### src/rtl/ppmd_pkg.sv
// shared types and constants for the point to polyline distance block
package ppmd_pkg;

  localparam int MAG_W  = 20;
  localparam int COL_W  = MAG_W + 1;
  localparam int DIF_W  = MAG_W + 2;
  localparam int DIST_W = 42;
  localparam int OUT_W  = 41;
  localparam int PRD_W  = 2 * DIF_W;
  localparam int NUM_W  = 43;
  localparam int DEN_W  = 44;
  localparam int CFG_IDX_W = 3;

  localparam logic [DIST_W-1:0] DIST_MAX = {DIST_W{1'b1}};
  localparam logic [OUT_W-1:0]  OUT_MAX  = {OUT_W{1'b1}};

  // register indexes
  localparam logic [CFG_IDX_W-1:0] REG_OBS_V     = 3'd0;
  localparam logic [CFG_IDX_W-1:0] REG_OBS_COL   = 3'd1;
  localparam logic [CFG_IDX_W-1:0] REG_V_OFFSET  = 3'd2;
  localparam logic [CFG_IDX_W-1:0] REG_COL_LIMIT = 3'd3;
  localparam logic [CFG_IDX_W-1:0] REG_MAG_LIMIT = 3'd4;

  // 0.06, 0.1 and 2 mag at 12 fraction bits
  localparam logic [MAG_W-1:0] V_OFFSET_RST  = 20'd246;
  localparam logic [MAG_W-1:0] COL_LIMIT_RST = 20'd410;
  localparam logic [MAG_W-1:0] MAG_LIMIT_RST = 20'd8192;

  typedef logic signed [MAG_W-1:0] mag_t;
  typedef logic signed [COL_W-1:0] col_t;
  typedef logic signed [DIF_W-1:0] dif_t;
  typedef logic [DIST_W-1:0]       dist_t;

  typedef struct packed {
    logic              start;
    logic [NUM_W-1:0]  num_hi;
    logic [NUM_W-1:0]  num_lo;
    logic [DEN_W-1:0]  den;
  } div_req_t;

  typedef struct packed {
    logic             done;
    logic [NUM_W-1:0] quo;
  } div_rsp_t;

  function automatic logic [DIF_W-1:0] abs_dif(dif_t x);
    abs_dif = x[DIF_W-1] ? (~x + 1'b1) : x;
  endfunction

  // saturating sum of two squares
  function automatic dist_t sat_add(dist_t a, logic [PRD_W-1:0] b);
    logic [PRD_W:0] s;
    s = {3'b0, a} + {1'b0, b};
    sat_add = (s > {3'b0, DIST_MAX}) ? DIST_MAX : s[DIST_W-1:0];
  endfunction

endpackage

### src/rtl/ppmd_mul.sv
// shared registered 22 x 22 unsigned multiplier
module ppmd_mul import ppmd_pkg::*; (
  input  logic             clk,
  input  logic [DIF_W-1:0] op_a,
  input  logic [DIF_W-1:0] op_b,
  output logic [PRD_W-1:0] prod
);

  logic [PRD_W-1:0] prod_r;

  always_ff @(posedge clk) begin
    prod_r <= op_a * op_b;
  end

  assign prod = prod_r;

endmodule

### src/rtl/ppmd_div.sv
// restoring divider, one quotient bit per cycle
module ppmd_div import ppmd_pkg::*; (
  input  logic     clk,
  input  logic     rst_n,
  input  div_req_t req,
  output div_rsp_t rsp
);

  logic             busy_r;
  logic [5:0]       cnt_r;
  logic [DEN_W-1:0] rem_r;
  logic [NUM_W-1:0] lo_r;
  logic [NUM_W-1:0] quo_r;
  logic [DEN_W-1:0] den_r;
  logic             done_r;
  logic [DEN_W:0]   trial;
  logic [DEN_W:0]   diff;

  assign trial = {rem_r, lo_r[NUM_W-1]};
  assign diff  = trial - {1'b0, den_r};

  always_ff @(posedge clk) begin
    if (!rst_n) begin
      busy_r <= 1'b0;
      done_r <= 1'b0;
      cnt_r  <= '0;
    end else begin
      done_r <= 1'b0;
      if (req.start) begin
        busy_r <= 1'b1;
        cnt_r  <= 6'(NUM_W);
        rem_r  <= {1'b0, req.num_hi};
        lo_r   <= req.num_lo;
        den_r  <= req.den;
        quo_r  <= '0;
      end else if (busy_r) begin
        if (trial >= {1'b0, den_r}) begin
          rem_r <= diff[DEN_W-1:0];
          quo_r <= {quo_r[NUM_W-2:0], 1'b1};
        end else begin
          rem_r <= trial[DEN_W-1:0];
          quo_r <= {quo_r[NUM_W-2:0], 1'b0};
        end
        lo_r  <= {lo_r[NUM_W-2:0], 1'b0};
        cnt_r <= cnt_r - 1'b1;
        if (cnt_r == 6'd1) begin
          busy_r <= 1'b0;
          done_r <= 1'b1;
        end
      end
    end
  end

  assign rsp.done = done_r;
  assign rsp.quo  = quo_r;

endmodule

### src/rtl/point_to_polyline_min_distance_core.sv
// Nearest approach of a streamed curve to one observed star in colour / V space.
// One curve point is a request; the block stays busy with it (in_stall high) through
// the distance states, and longer when the point closes a qualifying local minimum, since
// each of the two segments then needs five products on the one shared 22x22 multiplier
// and a 43-step restoring division (a segment settled by an endpoint needs only its two
// squares and skips the division). A request ending a curve adds an emit state and waits
// there while the previous result is still held on the output.
module point_to_polyline_min_distance_core import ppmd_pkg::*; (
  input  logic                 clk,
  input  logic                 rst_n,
  input  logic                 cfg_we,
  input  logic [CFG_IDX_W-1:0] cfg_index,
  input  logic [MAG_W-1:0]     cfg_data,
  input  logic                 in_valid,
  output logic                 in_stall,
  input  logic [MAG_W-1:0]     in_point_b,
  input  logic [MAG_W-1:0]     in_point_v,
  input  logic                 in_first_point,
  input  logic                 in_last_point,
  output logic                 out_valid,
  input  logic                 out_stall,
  output logic [OUT_W-1:0]     out_min_distance_sq,
  output logic                 out_found
);

  localparam logic [4:0] ST_IDLE  = 5'd0;
  localparam logic [4:0] ST_SQX   = 5'd1;
  localparam logic [4:0] ST_SQY   = 5'd2;
  localparam logic [4:0] ST_DSUM  = 5'd3;
  localparam logic [4:0] ST_TEST  = 5'd4;
  localparam logic [4:0] ST_SA    = 5'd5;
  localparam logic [4:0] ST_SB    = 5'd6;
  localparam logic [4:0] ST_SC    = 5'd7;
  localparam logic [4:0] ST_SD    = 5'd8;
  localparam logic [4:0] ST_P0    = 5'd9;
  localparam logic [4:0] ST_P1    = 5'd10;
  localparam logic [4:0] ST_P2    = 5'd11;
  localparam logic [4:0] ST_P3    = 5'd12;
  localparam logic [4:0] ST_DIV   = 5'd13;
  localparam logic [4:0] ST_OFFER = 5'd14;
  localparam logic [4:0] ST_UPD   = 5'd15;
  localparam logic [4:0] ST_EMIT  = 5'd16;

  mag_t obs_v_r, obs_col_r, v_off_r, col_lim_r, mag_lim_r;

  logic [4:0] state_r, state_nxt;
  mag_t       v_r, v_nxt;
  col_t       col_r, col_nxt;
  logic       last_r, last_nxt;
  dif_t       dx_r, dx_nxt, dy_r, dy_nxt;
  dist_t      acc_r, acc_nxt, d_r, d_nxt, s_r, s_nxt, cand_r, cand_nxt;
  mag_t       wb_r [2], wb_nxt [2];
  mag_t       wv_r [2], wv_nxt [2];
  dist_t      wd_r [2], wd_nxt [2];
  logic [1:0] fill_r, fill_nxt;
  dist_t      best_r, best_nxt;
  logic       found_r, found_nxt;
  logic       seg_r, seg_nxt;
  logic [NUM_W-1:0] c_r, c_nxt;
  logic [PRD_W-1:0] ll_r, ll_nxt, hh_r, hh_nxt;
  logic             out_valid_r, out_valid_nxt;
  logic [OUT_W-1:0] out_min_r, out_min_nxt;
  logic             out_found_r, out_found_nxt;

  logic [DIF_W-1:0] mul_a, mul_b;
  logic [PRD_W-1:0] prod;
  div_req_t         dreq;
  div_rsp_t         drsp;

  logic             accept;
  col_t             in_col, col0, col1;
  dif_t             dv, dc;
  dist_t            dn;
  logic signed [DEN_W-1:0] c1, c2;
  logic [85:0]      num;
  logic             is_min;
  dist_t            prod_sat;

  ppmd_mul u_mul (.clk(clk), .op_a(mul_a), .op_b(mul_b), .prod(prod));
  ppmd_div u_div (.clk(clk), .rst_n(rst_n), .req(dreq), .rsp(drsp));

  assign in_stall = (state_r != ST_IDLE);
  assign accept   = in_valid && !in_stall;

  assign in_col = col_t'(mag_t'(in_point_b)) - col_t'(mag_t'(in_point_v));
  assign col1   = col_t'(wb_r[1]) - col_t'(wv_r[1]);
  assign col0   = col_t'(wb_r[0]) - col_t'(wv_r[0]);
  assign dv     = seg_r ? dif_t'(wv_r[0]) - dif_t'(wv_r[1]) : dif_t'(v_r) - dif_t'(wv_r[1]);
  assign dc     = seg_r ? dif_t'(col0) - dif_t'(col1) : dif_t'(col_r) - dif_t'(col1);
  assign dn     = seg_r ? wd_r[0] : d_r;
  assign c1     = $signed({2'b0, wd_r[1]}) + $signed({2'b0, s_r}) - $signed({2'b0, dn});
  assign c2     = $signed({2'b0, dn}) + $signed({2'b0, s_r}) - $signed({2'b0, wd_r[1]});
  // c = hi * 2^22 + lo, so c^2 = hi^2 * 2^44 + hi*lo * 2^23 + lo^2
  assign num    = {hh_r[DIST_W-1:0], 44'b0} + {19'b0, prod, 23'b0} + {42'b0, ll_r};
  assign is_min = (wd_r[1] <= d_r) && (wd_r[1] <= wd_r[0]) &&
                  (col_r < col_t'(col_lim_r)) && (v_r < mag_lim_r);
  // a single square of 2^21 or more already saturates
  assign prod_sat = (prod > {2'b0, DIST_MAX}) ? DIST_MAX : prod[DIST_W-1:0];

  // shared multiplier operand select
  always_comb begin
    mul_a = '0;
    mul_b = '0;
    unique case (state_r)
      ST_SQX: begin
        mul_a = abs_dif(dx_r);
        mul_b = abs_dif(dx_r);
      end
      ST_SQY: begin
        mul_a = abs_dif(dy_r);
        mul_b = abs_dif(dy_r);
      end
      ST_SA: begin
        mul_a = abs_dif(dv);
        mul_b = abs_dif(dv);
      end
      ST_SB: begin
        mul_a = abs_dif(dc);
        mul_b = abs_dif(dc);
      end
      ST_P0: begin
        mul_a = c_r[21:0];
        mul_b = c_r[21:0];
      end
      ST_P1: begin
        mul_a = {1'b0, c_r[42:22]};
        mul_b = {1'b0, c_r[42:22]};
      end
      ST_P2: begin
        mul_a = {1'b0, c_r[42:22]};
        mul_b = c_r[21:0];
      end
      default: begin
        mul_a = '0;
        mul_b = '0;
      end
    endcase
  end

  always_comb begin
    dreq.start  = (state_r == ST_P3);
    dreq.num_hi = num[85:43];
    dreq.num_lo = num[42:0];
    dreq.den    = {s_r, 2'b00};
  end

  always_comb begin
    state_nxt = state_r;
    v_nxt = v_r; col_nxt = col_r; last_nxt = last_r;
    dx_nxt = dx_r; dy_nxt = dy_r;
    acc_nxt = acc_r; d_nxt = d_r; s_nxt = s_r; cand_nxt = cand_r;
    wb_nxt = wb_r; wv_nxt = wv_r; wd_nxt = wd_r; fill_nxt = fill_r;
    best_nxt = best_r; found_nxt = found_r; seg_nxt = seg_r;
    c_nxt = c_r; ll_nxt = ll_r; hh_nxt = hh_r;
    out_valid_nxt = out_valid_r && out_stall;
    out_min_nxt = out_min_r; out_found_nxt = out_found_r;

    unique case (state_r)
      ST_IDLE: begin
        if (accept) begin
          v_nxt    = mag_t'(in_point_v);
          col_nxt  = in_col;
          last_nxt = in_last_point;
          dx_nxt   = dif_t'(in_col) - dif_t'(obs_col_r);
          dy_nxt   = dif_t'(mag_t'(in_point_v)) - dif_t'(obs_v_r) - dif_t'(v_off_r);
          if (in_first_point) begin
            wb_nxt = '{default: '0};
            wv_nxt = '{default: '0};
            wd_nxt = '{default: '0};
            fill_nxt = '0;
            best_nxt = '0;
            found_nxt = 1'b0;
          end
          state_nxt = ST_SQX;
        end
      end
      ST_SQX: state_nxt = ST_SQY;
      ST_SQY: begin
        acc_nxt = prod_sat;
        state_nxt = ST_DSUM;
      end
      ST_DSUM: begin
        d_nxt = sat_add(acc_r, prod);
        state_nxt = ST_TEST;
      end
      ST_TEST: begin
        seg_nxt = 1'b0;
        state_nxt = (fill_r == 2'd2 && is_min) ? ST_SA : ST_UPD;
      end
      ST_SA: state_nxt = ST_SB;
      ST_SB: begin
        acc_nxt = prod_sat;
        state_nxt = ST_SC;
      end
      ST_SC: begin
        s_nxt = sat_add(acc_r, prod);
        state_nxt = ST_SD;
      end
      ST_SD: begin
        // obtuse end angle or zero-length segment picks an endpoint
        priority if (c1 < 0) begin
          cand_nxt = wd_r[1];
          state_nxt = ST_OFFER;
        end else if (c2 < 0 || s_r == '0) begin
          cand_nxt = dn;
          state_nxt = ST_OFFER;
        end else begin
          c_nxt = c2[NUM_W-1:0];
          state_nxt = ST_P0;
        end
      end
      ST_P0: state_nxt = ST_P1;
      ST_P1: begin
        ll_nxt = prod;
        state_nxt = ST_P2;
      end
      ST_P2: begin
        hh_nxt = prod;
        state_nxt = ST_P3;
      end
      ST_P3: state_nxt = ST_DIV;
      ST_DIV: begin
        if (drsp.done) begin
          cand_nxt = (drsp.quo >= {1'b0, dn}) ? '0 : dn - drsp.quo[DIST_W-1:0];
          state_nxt = ST_OFFER;
        end
      end
      ST_OFFER: begin
        if (!found_r || cand_r < best_r) begin
          best_nxt = cand_r;
          found_nxt = 1'b1;
        end
        seg_nxt = 1'b1;
        state_nxt = seg_r ? ST_UPD : ST_SA;
      end
      ST_UPD: begin
        wb_nxt[0] = wb_r[1];
        wv_nxt[0] = wv_r[1];
        wd_nxt[0] = wd_r[1];
        wb_nxt[1] = mag_t'(col_r + col_t'(v_r));
        wv_nxt[1] = v_r;
        wd_nxt[1] = d_r;
        if (fill_r != 2'd2) fill_nxt = fill_r + 1'b1;
        state_nxt = last_r ? ST_EMIT : ST_IDLE;
      end
      ST_EMIT: begin
        if (!out_valid_r || !out_stall) begin
          out_valid_nxt = 1'b1;
          out_found_nxt = found_r;
          out_min_nxt = !found_r ? '0 :
                        (best_r > {1'b0, OUT_MAX}) ? OUT_MAX : best_r[OUT_W-1:0];
          wb_nxt = '{default: '0};
          wv_nxt = '{default: '0};
          wd_nxt = '{default: '0};
          fill_nxt = '0;
          best_nxt = '0;
          found_nxt = 1'b0;
          state_nxt = ST_IDLE;
        end
      end
      default: state_nxt = ST_IDLE;
    endcase
  end

  always_ff @(posedge clk) begin
    if (!rst_n) begin
      state_r     <= ST_IDLE;
      obs_v_r     <= '0;
      obs_col_r   <= '0;
      v_off_r     <= V_OFFSET_RST;
      col_lim_r   <= COL_LIMIT_RST;
      mag_lim_r   <= MAG_LIMIT_RST;
      wb_r        <= '{default: '0};
      wv_r        <= '{default: '0};
      wd_r        <= '{default: '0};
      fill_r      <= '0;
      best_r      <= '0;
      found_r     <= 1'b0;
      seg_r       <= 1'b0;
      out_valid_r <= 1'b0;
    end else begin
      state_r     <= state_nxt;
      wb_r        <= wb_nxt;
      wv_r        <= wv_nxt;
      wd_r        <= wd_nxt;
      fill_r      <= fill_nxt;
      best_r      <= best_nxt;
      found_r     <= found_nxt;
      seg_r       <= seg_nxt;
      out_valid_r <= out_valid_nxt;
      if (cfg_we) begin
        unique case (cfg_index)
          REG_OBS_V:     obs_v_r   <= cfg_data;
          REG_OBS_COL:   obs_col_r <= cfg_data;
          REG_V_OFFSET:  v_off_r   <= cfg_data;
          REG_COL_LIMIT: col_lim_r <= cfg_data;
          REG_MAG_LIMIT: mag_lim_r <= cfg_data;
          default: ;
        endcase
      end
    end
  end

  always_ff @(posedge clk) begin
    v_r         <= v_nxt;
    col_r       <= col_nxt;
    last_r      <= last_nxt;
    dx_r        <= dx_nxt;
    dy_r        <= dy_nxt;
    acc_r       <= acc_nxt;
    d_r         <= d_nxt;
    s_r         <= s_nxt;
    cand_r      <= cand_nxt;
    c_r         <= c_nxt;
    ll_r        <= ll_nxt;
    hh_r        <= hh_nxt;
    out_min_r   <= out_min_nxt;
    out_found_r <= out_found_nxt;
  end

  assign out_valid           = out_valid_r;
  assign out_min_distance_sq = out_min_r;
  assign out_found           = out_found_r;

endmodule
### config.mk
export PLATFORM = sky130hd
export DESIGN_NAME = point_to_polyline_min_distance_core
export DESIGN_NICKNAME = d
export VERILOG_FILES = /design/src/rtl/ppmd_pkg.sv /design/src/rtl/ppmd_mul.sv /design/src/rtl/ppmd_div.sv /design/src/rtl/point_to_polyline_min_distance_core.sv
export SDC_FILE = /design/constraint.sdc
export NUM_CORES = 2
export LEC_CHECK = 0
export ABC_CLOCK_PERIOD_IN_PS = 15800
export BUFFER_PORTS_ARGS = -buffer_cell sky130_fd_sc_hd__buf_2
export CORE_ASPECT_RATIO = 0.75
export CORE_UTILIZATION = 60
export CTS_CLUSTER_DIAMETER = 100
export DETAILED_ROUTE_END_ITERATION = 16
export HOLD_SLACK_MARGIN = 0.05
export PLACE_DENSITY = 0.82
export SLEW_MARGIN = 25
export SYNTH_ARGS = -nofsm -noshare
export SYNTH_HDL_FRONTEND = slang
export SYNTH_SLANG_ARGS = --single-unit
### constraint.sdc
create_clock -name clk -period 15.8 [get_ports clk]
set_input_delay 4.74 -clock clk [delete_from_list [all_inputs] [get_ports clk]]
set_output_delay 4.74 -clock clk [all_outputs]
set_load 0.005 [all_outputs]
==> impl_metrics.ini <==
[outcome]
outcome = complete, no violations

[cts]
path_clk_slew_ns = 0.07
cts_tree = done
cts_sinks = 965
post_cts_buffers = 0
cts.hold.buffers_added = 0
cts_buffers = 101
cts_buffer_depth = 3
clock_latency_ns = 0.80
cts-root-buf = clkbuf_16
postCtsResizedCells = 0
htree_levels = 3

[global_route]
overflow = 0
grtUsageTotal = 0.3606
antenna_found_initial = 9
grt_first_pass_wirelength_um = 376200
grt_max_degree = 184
grt_pass1_vias = 64320

[synthesis]
synthCells = 8924
ys_top_cells_by_area = edfxtp_1 22%, fa_1 13%, ha_1 12%, dfxtp_1 9.1%, inv_1 5.9%
async_reset_ff_frac = 0
synth_warnings = 0
ys_seq_area_frac = 0.3139
synth_area_um2 = 80580
synthDistinctLibCells = 95
syn-num-nets = 10310
synth_top_cell_area_share = 0.2225
synth-main-ff-cell = edfxtp_1
synth_seq_cells = 965
synth-edff-count = 597
avgSynthCellArea_um2 = 9.030
synth_top_cell_by_area = edfxtp_1

[floorplanning]
die_area_um2 = 135800
rows = 116
die_w_um = 425.2
coreArea_um2 = 133400
fp.dieH_um = 319.4
initial_core_util = 0.6041
top_level_ports = 114

[setup_path]
worstPathMaxFanout = 21
crit_path_top_delay_cell = a221o_1
critPathKind = reg -> reg
arrival_ns = 15.35
cp-end-kind = flop
slowest_delay_ns = 0.69
crit_path_start_kind = flop
reg2reg_depth = 55
cp.required_ns = 16.45
path_common_cell = fa_1

[placed_design]
gp_congestion = 1.040
port_buffers = 113
hpwl_um = 190200

[sta]
holdWs_ns = 0.4369
min_period_over_period = 0.9304
max_freq_ghz = 0.06803
period_minus_slack_ns = 14.70
skew_ns = 0.09685
tightest_slew_ns = 1.228
finalSetupTns_ns = 0
slew_headroom = 0.1745
final-setup-viol-count = 0
hold_viol_final = 0
grt_setup_unrepaired = false
slew_violations = 0

[final_layout]
ff_latch_area_um2 = 25300
fin_util = 0.6481
final_common_cell = inv_1
filler_cell_count = 10740
final_cell_mix = 1258 x inv_1, 1137 x nand2_1, 793 x ha_1
drive_gt1_frac = 0.05537
multi_input_area_um2 = 49420
syn_to_final_growth_pct = 7.278
fin_nets = 10300

[detailed_routing]
viasPerCell = 6.165
wl_per_cell_um = 22.80
dr.pass1.iters = 8
postRouteAntennaNets = 0
num_vias = 66380
drc = 0
first_iter_violations = 7852
drt-total-wl_um = 245500

[min_path]
hold_class = reg -> reg
holdPathStages = 2

[power]
p_sw_uw = 4759
leakage_uw = 0.03734
share_comb_of_total_power = 0.482
clkPwrFrac = 0.225
p_seq_frac = 0.293
p_sw_frac = 0.4346
peakVddDrop_uv = 114.3
intPower_uw = 6192
p_per_area_nw_per_um2 = 126.7

[job]
cap_viol_max_count = 0
## final timing paths
kind,startpoint,end,slack [ns]
worst max-delay path,wv_r[0]$_SDFFE_PN0P_,u_mul.prod[43]$_DFF_P_,1.10
worst min-delay path,wv_r[11]$_SDFFE_PN0P_,wv_r[31]$_SDFFE_PN0P_,0.44
worst min register to register,wv_r[11]$_SDFFE_PN0P_,wv_r[31]$_SDFFE_PN0P_,0.44
worst max register to register,wv_r[0]$_SDFFE_PN0P_,u_mul.prod[43]$_DFF_P_,1.10
## critical path: cells and delay by family, from the launching register on
kind	cells	cell delay, ns
AOI/OAI and AO/OA	24	6.39
and+or+nand+nor	7	1.45
xor gates and xnor gates	4	0.64
DFF	1	0.38
adders and majority gates	12	5.06
buffers and inverters	8	0.66
## power by group through the flow
stage | registers [µW] | clock network, µW | logic [µW]
after floorplan | 3110 | 0 | 3610
after global placement | 3240 | 0 | 4990
after detailed placement | 3250 | 0 | 5130
after CTS | 3190 | 2480 | 5180
after global routing | 3210 | 2570 | 5810
final | 3210 | 2470 | 5280
## layer usage
metal,wire [µm],vias to the layer above,global-route usage
li1,-,30330,-
met1,101100,32070,0.5026
met5,21,-,0
met2,104700,3416,0.5334
met3,26980,560,0.08031
met4,12740,4,0.1682
## cell type report
class | instances | share of cell area
multi-input combinational | 6362 | 0.5717
sequential | 965 | 0.2926
inverter | 1260 | 0.05480
clock buffer | 131 | 0.03193
tap | 1770 | 0.02562
timing repair buffer | 215 | 0.01570
clock inverter | 61 | 0.007512
antenna | 3 | 0.00008684
## Yosys cell counts (all sizes together), types with 62 or more instances
| library cell | count |
|---|---|
| inv | 1258 |
| nand2 | 1139 |
| ha | 793 |
| a21oi | 694 |
| edfxtp | 597 |
| fa | 527 |
| nor2 | 484 |
| dfxtp | 368 |
| o21ai | 360 |
| clkbuf | 272 |
| xnor2 | 269 |
| a21o | 241 |
| nand3 | 230 |
| xor2 | 165 |
| o21a | 125 |
| nand2b | 101 |
| nor3 | 97 |
| nor2b | 94 |
| and2 | 81 |
| or3 | 75 |
| nand4 | 72 |
| buf | 65 |
| o22ai | 64 |
| o21bai | 62 |
## metrics by stage
step	std cells	cell area (µm²)	setup slack [ns]	total power (µW)
5_1_grt	10770	86440	0.3990	11590
3_3_place_gp	10570	83000	1.646	8236
2_1_floorplan	8924	80580	3.337	6725
4_1_cts	10760	86410	1.317	10860
3_5_place_dp	10570	83000	1.412	8372
6_report	10770	86450	1.100	10950
## cells by family (layout without fill, tap and decap cells)
family / after synthesis / count (layout) / synth area share
multiplexers: 37 / 37 / 0.005015
other: 0 / 3 / 0
buffers and inverters: 1597 / 1667 / 0.07521
XOR/XNOR: 435 / 435 / 0.04745
AND/OR/NAND/NOR: 2530 / 2530 / 0.1425
flip-flops: 965 / 965 / 0.3139
adder cells (fa/ha/maj): 1320 / 1320 / 0.2541
AO/OA/AOI/OAI: 2040 / 2040 / 0.1618
## sequential cells by signal (all words and copies together), names as in the netlist, 43 cells and up
name / flops
u_mul.prod: 44
wd_r: 84
u_div.lo_r: 43
c_r: 43
ll_r: 44
u_div.rem_r: 44
u_div.quo_r: 43
(Power assumes the default switching activity.)
